[src/rtl/core/utf8_to_utf16_transcoder_assert.svh]
// Assertion macros for the UTF-8 to UTF-16 transcoder.
`ifndef UTF8_TO_UTF16_TRANSCODER_ASSERT_SVH
`define UTF8_TO_UTF16_TRANSCODER_ASSERT_SVH

`ifndef SYNTHESIS
// Clocked check, disabled while reset is asserted.
`define U8U16_ASSERT_RST(lbl, prop, msg) \
    lbl: assert property (@(posedge clk) disable iff (!rst_n) prop) else $error(msg);
// Clocked check that also holds during reset.
`define U8U16_ASSERT_CLK(lbl, prop, msg) \
    lbl: assert property (@(posedge clk) prop) else $error(msg);
`else
`define U8U16_ASSERT_RST(lbl, prop, msg)
`define U8U16_ASSERT_CLK(lbl, prop, msg)
`endif

`endif

[src/rtl/core/u8u16_pkg.sv]
// Types, constants and lead byte decode for the UTF-8 to UTF-16 transcoder.
`default_nettype none

package u8u16_pkg;

    localparam logic [15:0] REPL_UNIT = 16'hFFFD;
    localparam logic [15:0] HIGH_SURR = 16'hD800;
    localparam logic [15:0] LOW_SURR  = 16'hDC00;
    localparam logic [15:0] SURR_MASK = 16'hF800;
    localparam logic [20:0] SUPP_BASE = 21'h010000;
    localparam logic [20:0] MAX_POINT = 21'h10FFFF;
    localparam logic [20:0] BMP_TOP   = 21'h00FFFF;

    localparam logic [7:0] ASCII_LIMIT = 8'h80;
    localparam logic [7:0] LEAD2_MASK  = 8'hE0;
    localparam logic [7:0] LEAD2_CODE  = 8'hC0;
    localparam logic [7:0] LEAD3_MASK  = 8'hF0;
    localparam logic [7:0] LEAD3_CODE  = 8'hE0;
    localparam logic [7:0] LEAD4_MASK  = 8'hF8;
    localparam logic [7:0] LEAD4_CODE  = 8'hF0;

    localparam logic [2:0] SEQ_NONE = 3'd0;
    localparam logic [2:0] SEQ_LEN1 = 3'd1;
    localparam logic [2:0] SEQ_LEN2 = 3'd2;
    localparam logic [2:0] SEQ_LEN3 = 3'd3;
    localparam logic [2:0] SEQ_LEN4 = 3'd4;

    // One result held in the output stage.
    typedef struct packed {
        logic [15:0] unit;
        logic        repl;
        logic        run_end;
        logic        string_end;
    } slot_t;

    // Outcome of treating a byte as the start of a sequence.
    typedef struct packed {
        logic        emit;
        logic [15:0] unit;
        logic        repl;
        logic [20:0] point;
        logic [2:0]  seq_len;
        logic [1:0]  remaining;
    } lead_t;

    function automatic lead_t decode_lead(input logic [7:0] b, input logic last);
        lead_t r;
        r = '0;
        if (b < ASCII_LIMIT)
        begin
            r.emit = 1'b1;
            r.unit = {8'h00, b};
        end
        else if ((b & LEAD2_MASK) == LEAD2_CODE)
        begin
            r.point     = {16'h0000, b[4:0]};
            r.seq_len   = SEQ_LEN2;
            r.remaining = 2'd1;
        end
        else if ((b & LEAD3_MASK) == LEAD3_CODE)
        begin
            r.point     = {17'h00000, b[3:0]};
            r.seq_len   = SEQ_LEN3;
            r.remaining = 2'd2;
        end
        else if ((b & LEAD4_MASK) == LEAD4_CODE)
        begin
            r.point     = {18'h00000, b[2:0]};
            r.seq_len   = SEQ_LEN4;
            r.remaining = 2'd3;
        end
        else
        begin
            r.emit = 1'b1;
            r.unit = REPL_UNIT;
            r.repl = 1'b1;
        end
        // A sequence that starts on the final byte is cut off at once.
        if (last && r.remaining != 2'd0)
        begin
            r.emit      = 1'b1;
            r.unit      = REPL_UNIT;
            r.repl      = 1'b1;
            r.point     = '0;
            r.seq_len   = SEQ_NONE;
            r.remaining = 2'd0;
        end
        return r;
    endfunction

endpackage

`default_nettype wire

[src/rtl/core/utf8_to_utf16_transcoder.sv]
// UTF-8 to UTF-16 transcoder: input register, decode logic, two-entry result stage.
//
// Input channel: in_valid/in_ready carry one UTF-8 byte (in_byte) per transfer,
// with string_last set on the final byte of a string.
// Output channel: out_valid/out_ready carry one UTF-16 code unit per transfer.
// is_replacement marks U+FFFD standing for invalid input, run_end marks the
// last unit caused by one byte and string_end the last unit of a string.
// A byte yields zero, one or two units; a supplementary point gives a
// surrogate pair, high unit first.
// The first unit of a byte is presented from the result stage once the byte
// has passed the input register and the decode logic.
// Throughput: one byte per cycle while each byte yields at most one unit and
// the receiver is ready; a byte yielding two units holds back the next byte
// that yields a unit, since the result stage drains one unit per cycle. Bytes
// that only extend a sequence never wait on the output side.
// Reset clears the pending sequence and empties both stages.
// When the receiver stalls, the result stage holds its units and the input
// register holds the next byte that yields a unit, with in_ready low.
`default_nettype none

`include "utf8_to_utf16_transcoder_assert.svh"

module utf8_to_utf16_transcoder (
    input  wire logic        clk,
    input  wire logic        rst_n,
    input  wire logic        in_valid,
    output logic             in_ready,
    input  wire logic [7:0]  in_byte,
    input  wire logic        string_last,
    output logic             out_valid,
    input  wire logic        out_ready,
    output logic [15:0]      code_unit,
    output logic             is_replacement,
    output logic             run_end,
    output logic             string_end
);

    // Input register
    logic       a_valid_reg;
    logic [7:0] a_byte_reg;
    logic       a_last_reg;

    // Decoder state
    logic [20:0] point_reg, point_next;
    logic [2:0]  seq_len_reg, seq_len_next;
    logic [1:0]  remain_reg, remain_next;

    // Result stage
    u8u16_pkg::slot_t slot0_reg, slot0_next;
    u8u16_pkg::slot_t slot1_reg, slot1_next;
    logic [1:0]       count_reg, count_next;

    // Decode outputs
    u8u16_pkg::lead_t lead;
    u8u16_pkg::slot_t r0, r1;
    logic [1:0]       n_res;
    logic [20:0]      cp;
    logic [20:0]      supp;
    logic [2:0]       need;
    logic             is_cont;
    logic             bad_point;

    logic a_advance;
    logic out_xfer;
    logic in_xfer;

    always_comb
    begin
        lead         = u8u16_pkg::decode_lead(a_byte_reg, a_last_reg);
        is_cont      = (a_byte_reg[7:6] == 2'b10);
        cp           = {point_reg[14:0], a_byte_reg[5:0]};
        supp         = cp - u8u16_pkg::SUPP_BASE;
        r0           = '0;
        r1           = '0;
        n_res        = 2'd0;
        point_next   = point_reg;
        seq_len_next = seq_len_reg;
        remain_next  = remain_reg;

        if (cp[20:7] == '0)
        begin
            need = u8u16_pkg::SEQ_LEN1;
        end
        else if (cp[20:11] == '0)
        begin
            need = u8u16_pkg::SEQ_LEN2;
        end
        else if (cp[20:16] == '0)
        begin
            need = u8u16_pkg::SEQ_LEN3;
        end
        else
        begin
            need = u8u16_pkg::SEQ_LEN4;
        end

        bad_point = (need != seq_len_reg)
                 || (cp < u8u16_pkg::BMP_TOP
                     && (cp[15:0] & u8u16_pkg::SURR_MASK) == u8u16_pkg::HIGH_SURR)
                 || (cp > u8u16_pkg::MAX_POINT);

        if (remain_reg != 2'd0 && is_cont)
        begin
            if (remain_reg == 2'd1)
            begin
                // Sequence complete: validate and emit.
                n_res = 2'd1;
                if (bad_point)
                begin
                    r0.unit = u8u16_pkg::REPL_UNIT;
                    r0.repl = 1'b1;
                end
                else if (cp[20:16] == '0)
                begin
                    r0.unit = cp[15:0];
                end
                else
                begin
                    r0.unit = u8u16_pkg::HIGH_SURR | {6'd0, supp[19:10]};
                    r1.unit = u8u16_pkg::LOW_SURR | {6'd0, supp[9:0]};
                    n_res   = 2'd2;
                end
                point_next   = '0;
                seq_len_next = u8u16_pkg::SEQ_NONE;
                remain_next  = 2'd0;
            end
            else if (a_last_reg)
            begin
                r0.unit      = u8u16_pkg::REPL_UNIT;
                r0.repl      = 1'b1;
                n_res        = 2'd1;
                point_next   = '0;
                seq_len_next = u8u16_pkg::SEQ_NONE;
                remain_next  = 2'd0;
            end
            else
            begin
                point_next  = cp;
                remain_next = remain_reg - 2'd1;
            end
        end
        else if (remain_reg != 2'd0)
        begin
            // Broken sequence: replace it, then take this byte as a new lead.
            r0.unit      = u8u16_pkg::REPL_UNIT;
            r0.repl      = 1'b1;
            r1.unit      = lead.unit;
            r1.repl      = lead.repl;
            n_res        = lead.emit ? 2'd2 : 2'd1;
            point_next   = lead.point;
            seq_len_next = lead.seq_len;
            remain_next  = lead.remaining;
        end
        else
        begin
            r0.unit      = lead.unit;
            r0.repl      = lead.repl;
            n_res        = lead.emit ? 2'd1 : 2'd0;
            point_next   = lead.point;
            seq_len_next = lead.seq_len;
            remain_next  = lead.remaining;
        end

        if (n_res == 2'd2)
        begin
            r1.run_end    = 1'b1;
            r1.string_end = a_last_reg;
        end
        else
        begin
            r0.run_end    = 1'b1;
            r0.string_end = a_last_reg;
        end
    end

    assign out_xfer  = out_valid && out_ready;
    assign in_xfer   = in_valid && in_ready;
    assign a_advance = a_valid_reg
                    && (n_res == 2'd0 || count_reg == 2'd0
                        || (count_reg == 2'd1 && out_ready));
    assign in_ready  = !a_valid_reg || a_advance;

    always_comb
    begin
        slot0_next = slot0_reg;
        slot1_next = slot1_reg;
        count_next = count_reg;
        if (a_advance && n_res != 2'd0)
        begin
            slot0_next = r0;
            slot1_next = r1;
            count_next = n_res;
        end
        else if (out_xfer)
        begin
            // Advance the second unit into the output slot.
            slot0_next = slot1_reg;
            count_next = count_reg - 2'd1;
        end
    end

    always_ff @(posedge clk or negedge rst_n)
    begin
        if (!rst_n)
        begin
            a_valid_reg <= 1'b0;
            point_reg   <= '0;
            seq_len_reg <= u8u16_pkg::SEQ_NONE;
            remain_reg  <= 2'd0;
            count_reg   <= 2'd0;
        end
        else
        begin
            count_reg <= count_next;
            if (in_ready)
            begin
                a_valid_reg <= in_valid;
            end
            if (a_advance)
            begin
                point_reg   <= point_next;
                seq_len_reg <= seq_len_next;
                remain_reg  <= remain_next;
            end
        end
    end

    always_ff @(posedge clk)
    begin
        if (in_xfer)
        begin
            a_byte_reg <= in_byte;
            a_last_reg <= string_last;
        end
        slot0_reg <= slot0_next;
        slot1_reg <= slot1_next;
    end

    assign out_valid      = (count_reg != 2'd0);
    assign code_unit      = slot0_reg.unit;
    assign is_replacement = slot0_reg.repl;
    assign run_end        = slot0_reg.run_end;
    assign string_end     = slot0_reg.string_end;

    `U8U16_ASSERT_RST(a_last_clears_seq, (a_advance && a_last_reg) |=> (remain_reg == 2'd0),
        "sequence still pending after the final byte of a string")
    `U8U16_ASSERT_RST(pair_first_not_run_end, (count_reg == 2'd2) |-> !slot0_reg.run_end,
        "first of two pending units is marked as run end")
    `U8U16_ASSERT_RST(surrogate_pair_order,
        (count_reg == 2'd2 && !slot0_reg.repl && slot0_reg.unit[15:10] == 6'b110110)
            |-> (slot1_reg.unit[15:10] == 6'b110111),
        "high surrogate not followed by low surrogate")

endmodule

`default_nettype wire
[config.mk]
export PLATFORM = sky130hd
export DESIGN_NAME = utf8_to_utf16_transcoder
export DESIGN_NICKNAME = d
export VERILOG_FILES = /design/src/rtl/core/u8u16_pkg.sv /design/src/rtl/core/utf8_to_utf16_transcoder.sv
export VERILOG_INCLUDE_DIRS = /design/src /design/src/rtl/core
export SDC_FILE = /design/constraint.sdc
export NUM_CORES = 1
export LEC_CHECK = 0
export BUFFER_PORTS_ARGS = -buffer_cell sky130_fd_sc_hd__buf_4
export CAP_MARGIN = 20
export CORE_MARGIN = 2
export CORE_UTILIZATION = 55
export DETAILED_ROUTE_END_ITERATION = 8
export PLACE_DENSITY = 0.76
export SLEW_MARGIN = 15
export SYNTH_ARGS = -nofsm -noshare
export SYNTH_HDL_FRONTEND = slang
export SYNTH_SLANG_ARGS = --single-unit
[constraint.sdc]
create_clock -name clk -period 3.2 [get_ports clk]
set_input_delay 0.64 -clock clk [delete_from_list [all_inputs] [get_ports clk]]
set_output_delay 0.64 -clock clk [all_outputs]
set_load 0.005 [all_outputs]
Word-level counts from Yosys, hierarchy flattened:

Index checks and enable logic that the tools add are counted.

* register bits after elaboration: 70
* output and inout port bits: 21

* equality and inequality tests: 10
* $lt $le $gt $ge: 3
* add/sub/neg operators: 3
* bitwise logic cells: 1
* muxes and demuxes: 47
* reductions and logical operators: 26

Operator list (number)
* $mux 17: 6
* $mux 16: 6
* $mux 18: 3
* $mux 15: 3
* $mux 44: 1
* $mux 19: 2
* $mux 27: 1
* $mux 2: 13
* $mux 26: 1
* $gt 21x21->1 const B: 1
* $lt 21x16->1 const B: 1
* $sub 20x17->20 const B: 1
* $mux 3: 6
* $logic_not 14->1: 1
* $eq 5x5->1 const B: 2
* $logic_not 10->1: 1
* $reduce_bool 2->1: 5
* $mux 9: 1
* $logic_and 1x1->1: 8
* $lt 8x8->1 const B: 1
* $mux 8: 1
* $logic_not 5->1: 1
* $logic_or 1x1->1: 5
* $eq 2x1->1 const B: 2
* other kinds (12): 17

Longest topological paths before layout:

* word-level depth: 17
* gate-level depth with buffers: 12
* gate-level depth less buffers: 10

Least setup slack after synthesis:

Ideal clock, no wire load.

* path type: reg-to-reg
* from: register remain_reg[0]
* to: register slot0_reg, in the netlist code_unit[1] (data pin)
* data arrival time: 2.593 ns
* buffers on the path: 2
* cell stages (with the launch flop): 10
* period minus slack after synthesis: 2.893 ns
* slack: 0.307 ns
* setup time: 0.300 ns
* cell sequence: dfrtp_1 inv_1 ha_1 clkbuf_1 inv_1 ha_1 nor3_1 nor3_2 clkbuf_1 a31oi_1

RTL lines
* start, declared: RTL line utf8_to_utf16_transcoder.sv:46 `logic [1:0] remain_reg, remain_next;`
* start signal, assigned: RTL line utf8_to_utf16_transcoder.sv:223 `remain_reg <= remain_next;`
* end signal, assigned: RTL line utf8_to_utf16_transcoder.sv:235 `slot0_reg <= slot0_next;`
* end, declared: RTL line utf8_to_utf16_transcoder.sv:49 `u8u16_pkg::slot_t slot0_reg, slot0_next;`

Final worst setup path:

* from: register a_last_reg
* to: output port in_ready

* cells in the longest elaborated chain, start to end: 10
* elaborated cells between the ends (all ways): 13
* classes of those cells: mux: 7; reduce/logical: 6

Ends and longest elaborated chain
* start, declared: RTL line utf8_to_utf16_transcoder.sv:41 `logic a_last_reg;`
* start signal, assigned: RTL line utf8_to_utf16_transcoder.sv:233 `a_last_reg <= string_last;`
* $logic_and 1x1->1: RTL line u8u16_pkg.sv:79 `if (last && r.remaining != 2'd0)`
* $mux 44: RTL line u8u16_pkg.sv:79
* $mux 1 / $mux 2 (equally long branches): RTL line utf8_to_utf16_transcoder.sv:158, utf8_to_utf16_transcoder.sv:149
* $mux 2: RTL line utf8_to_utf16_transcoder.sv:142 `else if (remain_reg != 2'd0)`
* $mux 2 (*): RTL line utf8_to_utf16_transcoder.sv:102 `if (remain_reg != 2'd0 && is_cont)`
* $logic_not 2->1 (*): RTL line utf8_to_utf16_transcoder.sv:179 `&& (n_res == 2'd0 || count_reg == 2'd0`
* $logic_or 1x1->1 (*): RTL line utf8_to_utf16_transcoder.sv:179
* $logic_or 1x1->1 (*): RTL line utf8_to_utf16_transcoder.sv:180 `|| (count_reg == 2'd1 && out_ready));`
* $logic_and 1x1->1 (*): RTL line utf8_to_utf16_transcoder.sv:179
* $logic_or 1x1->1 (*): RTL line utf8_to_utf16_transcoder.sv:181 `assign in_ready = !a_valid_reg || a_advance;`
* end, declared: RTL line utf8_to_utf16_transcoder.sv:27 `output logic in_ready,`

Mark *: on every way between the ends. The rest lies on a longest branch, timed or not.

==> metrics.md <==
| Metric | Value |
|---|---|
| Vias post-DR | 2593 |
| Post-synthesis xor/xnor area fraction | 0.7871% |
| Final wirelength | 7407 um |
| Hold_buf cts | 0 |
| Rows | 28 |
| Most frequent cells in the layout | nand2_1, edfxtp_1, buf_4, nor2_1, dfrtp_1 |
| Fin area | 0.003832 sq mm |
| Area of the multi-input gates | 0.001346 sq mm |
| Multiplexer area fraction after synthesis | 0.3373% |
| FMAX | 334.0 MHz |
| First-pass GRT wire length | 12120 um |
| Reg2reg start | a_last_reg$_DFFE_PP_ |
| Setup crit start | a_last_reg$_DFFE_PP_ |
| DP HPWL | 5214 um |
| Period minus WS final | 2.994 ns |
| Hold Crit Class | primary input to async pin |
| Core Footprint | 0.005886 sq mm |
| CP startpoint kind | flop |
| Main synth FF type | edfxtp_1 |
| Drt wl/cell | 16.83 um |
| Port Buffers | 33 |
| Num CTS Buffers | 9 |
| Area after DPL | 0.003664 sq mm |
| Clock buffer depth | 2 |
| Max_slew headroom | 67.68% |
| Max stage delay cell, worst path | edfxtp_1 |
| Kind of critical path | flop to output port |
| Die height | 81.91 um |
| Max-slew violations | 0 |
| Post-Synthesis Cell Area | 0.003338 sq mm |
| Fin nets | 380 |
| Crit-path cells | inv_1 -> and3_1 -> nand2_1 -> ha_1 -> nor3_2 -> nor3_1 -> nand2_1 -> buf_4 |
| Total setup buffers inserted after CTS | 0 |
| Gp weighted congestion | 0.9090 |
| Number of synthesized flops with an enable pin | 43 |
| Post-CTS sizing | 0 |
| Initial antenna violation count | 0 |
| RSZ-0062 raised after global routing | no |
| Max reg flops | 16 |
| Dpl cells | 424 |
| CP endpoint kind | output port |
| Maximum level of the CTS H-tree | 3 |
| Synth Area in Compound Gates | 14.36% |
| Period utilisation layout | 93.56% |
| Mapped Nets | 345 |
| Sequential cell area | 0.001867 sq mm |
| Setup TNS | 0 ns |
| Clock Tree Root | clkbuf_8 |
| Initial drt markers | 309 |
| Endpoints failing setup | 0 |
| First drt pass iteration count | 5 |
| Post-Synth Simple-Gate Area | 21.81% |
| Fill count | 472 |
| Sequential area share after synthesis | 55.92% |
| WP data arrival | 2.35 ns |
| Ys async rst share | 34.85% |
| Diodes inserted | 0 |
| Outcome | finished clean |
| Grt ovf | 0 |
| Max stage delay on crit path | 0.45 ns |
| Yosys warns | 0 |
| Pin count of the biggest net entering global routing | 30 |
| Most common cell after layout, fill and taps aside | nand2_1 |
| Finished Layout Cells | 440 |
| CP max FO | 6 |
| Total Routing Usage GR | 24.28% |
| Die Wd | 81.91 um |
| Worst Tran Pin Value | 0.4848 ns |
| Crit path required time | 2.56 ns |
| Post-route DRC | 0 |
| Mapped Avg Cell Area | 10.27 sq um |
| Netlist cell types | 52 |
| Hold Vio Cnt, Final | 0 |
| Max-cap viol count | 0 |
| Layout cells sized above 1 | 18.63% |
| P_leak | 0.001643 uW |
| TritonCTS clock tree | yes |
| PwrDens | 974.7 mW/mm^2 |
| CTS sink cnt | 66 |
| CP most frequent cell | nand2_1 |
| Adder-Cell Fraction of Synth Area | 2.624% |
| Syn Inst Count | 325 |
| Clock skew | 0.01158 ns |
| Area growth from synthesis to layout | 14.81% |
| Skew-Pair Late Insertion Delay | 0.34 ns |
| CTS clk-pin slew, worst paths | 0.08 ns |
| Routed vias/inst | 5.893 |
| Vias in the first global route | 2547 |
| DIE AREA | 0.006708 sq mm |
| Final ANT Viol Nets | 0 |
| I/O pins | 34 |
| VDD IR-drop max | 0.0006767 V |
| Largest family of logic cells by synthesized area | simple AND/OR/NAND/NOR gates |
| Effective utilization at floorplan | 56.72% |
| Synthesized flop and latch total | 66 |
[cell usage after synthesis (all sizes together), types with 2 or more instances]
library cell   n  area, sq um
a21o           6        45.04
a21oi         21        108.9
a22o           6        52.55
a22oi          6        45.04
a31oi          3        18.77
and2           3        18.77
and3           3        18.77
buf            5        30.02
clkbuf        10        37.54
dfrtp         23        575.6
edfxtp        43         1291
ha             7        87.58
inv           19        71.32
nand2         52        195.2
nand2b         5        38.78
nand3         18        90.09
nand3b         2        15.01
nand4          3        18.77
nor2          29        108.9
nor2b          3        18.77
nor3           6        46.30
nor3b          2        25.02
nor4           4        46.29
o211ai         2        15.01
o21a           2        15.01
o21ai         22        110.1
o31ai          2        15.01
xnor2          3        26.28
[per-stage QoR]
step	utilization [%]	setup WS [ns]	hold slack [ns]	total power, uW
after floorplan	-	0.3069	0.3444	2545
after global placement	62.24	0.3043	0.4975	3068
after detailed placement	62.24	0.2518	0.5039	3134
after CTS	64.99	0.001577	0.1995	3728
after global routing	65.11	0.09405	0.2071	3993
final	65.11	0.2062	0.1876	3736
[worst max-delay path: cells and delay by family (launching register included)]
family,cells,cell delay (ns)
and+or+nand+nor,5,0.88
DFF,1,0.45
adders and majority gates,1,0.37
buffers and inverters,2,0.30
[report_power, final]
part / switching [uW] / total [uW] / internal [uW]
Combinational: 881 / 1520 / 642
Sequential: 234 / 1620 / 1380
Clock: 320 / 594 / 274
Total: 1430 / 3740 / 2300
[area by class of cell]
type,count,area share [%]
clock buffers,10,3.330
clock inverters,6,0.8815
inverters,19,1.861
multi-input cells,225,35.13
flip-flops and latches,66,48.71
well taps,75,2.449
repair buffers,39,7.640
[final timing paths]
check | depth (start not counted) | endpoint | slack [ns]
worst max-delay path | 8 | in_ready | 0.21
worst min-delay path | 1 | remain_reg[0]$_DFFE_PN0P_ | 0.19
worst max register to register | 9 | code_unit[5]$_DFFE_PP_ | 0.36
worst min register to register | 2 | seq_len_reg[2]$_DFFE_PN0P_ | 0.51
max in group asynchronous | 1 | point_reg[12]$_DFFE_PN0P_ | 2.76
min in group clk | 1 | a_byte_reg[6]$_DFFE_PP_ | 0.47
[metal layers]
layer | global-route usage [%] | vias to the layer above | share of wire, %
li1 | - | 1235 | -
met1 | 30.74 | 1217 | 41
met2 | 39.43 | 124 | 50
met3 | 6.923 | 17 | 7.7
met4 | 9.500 | 0 | 1.7
met5 | 0 | - | 0
[cell families after synthesis]
group	Yosys count
fa+ha+maj	7
flops	66
simple gates	138
mux	1
compound gates	76
buf+inv	34
xor+xnor	3
(Power assumes the default switching activity.)
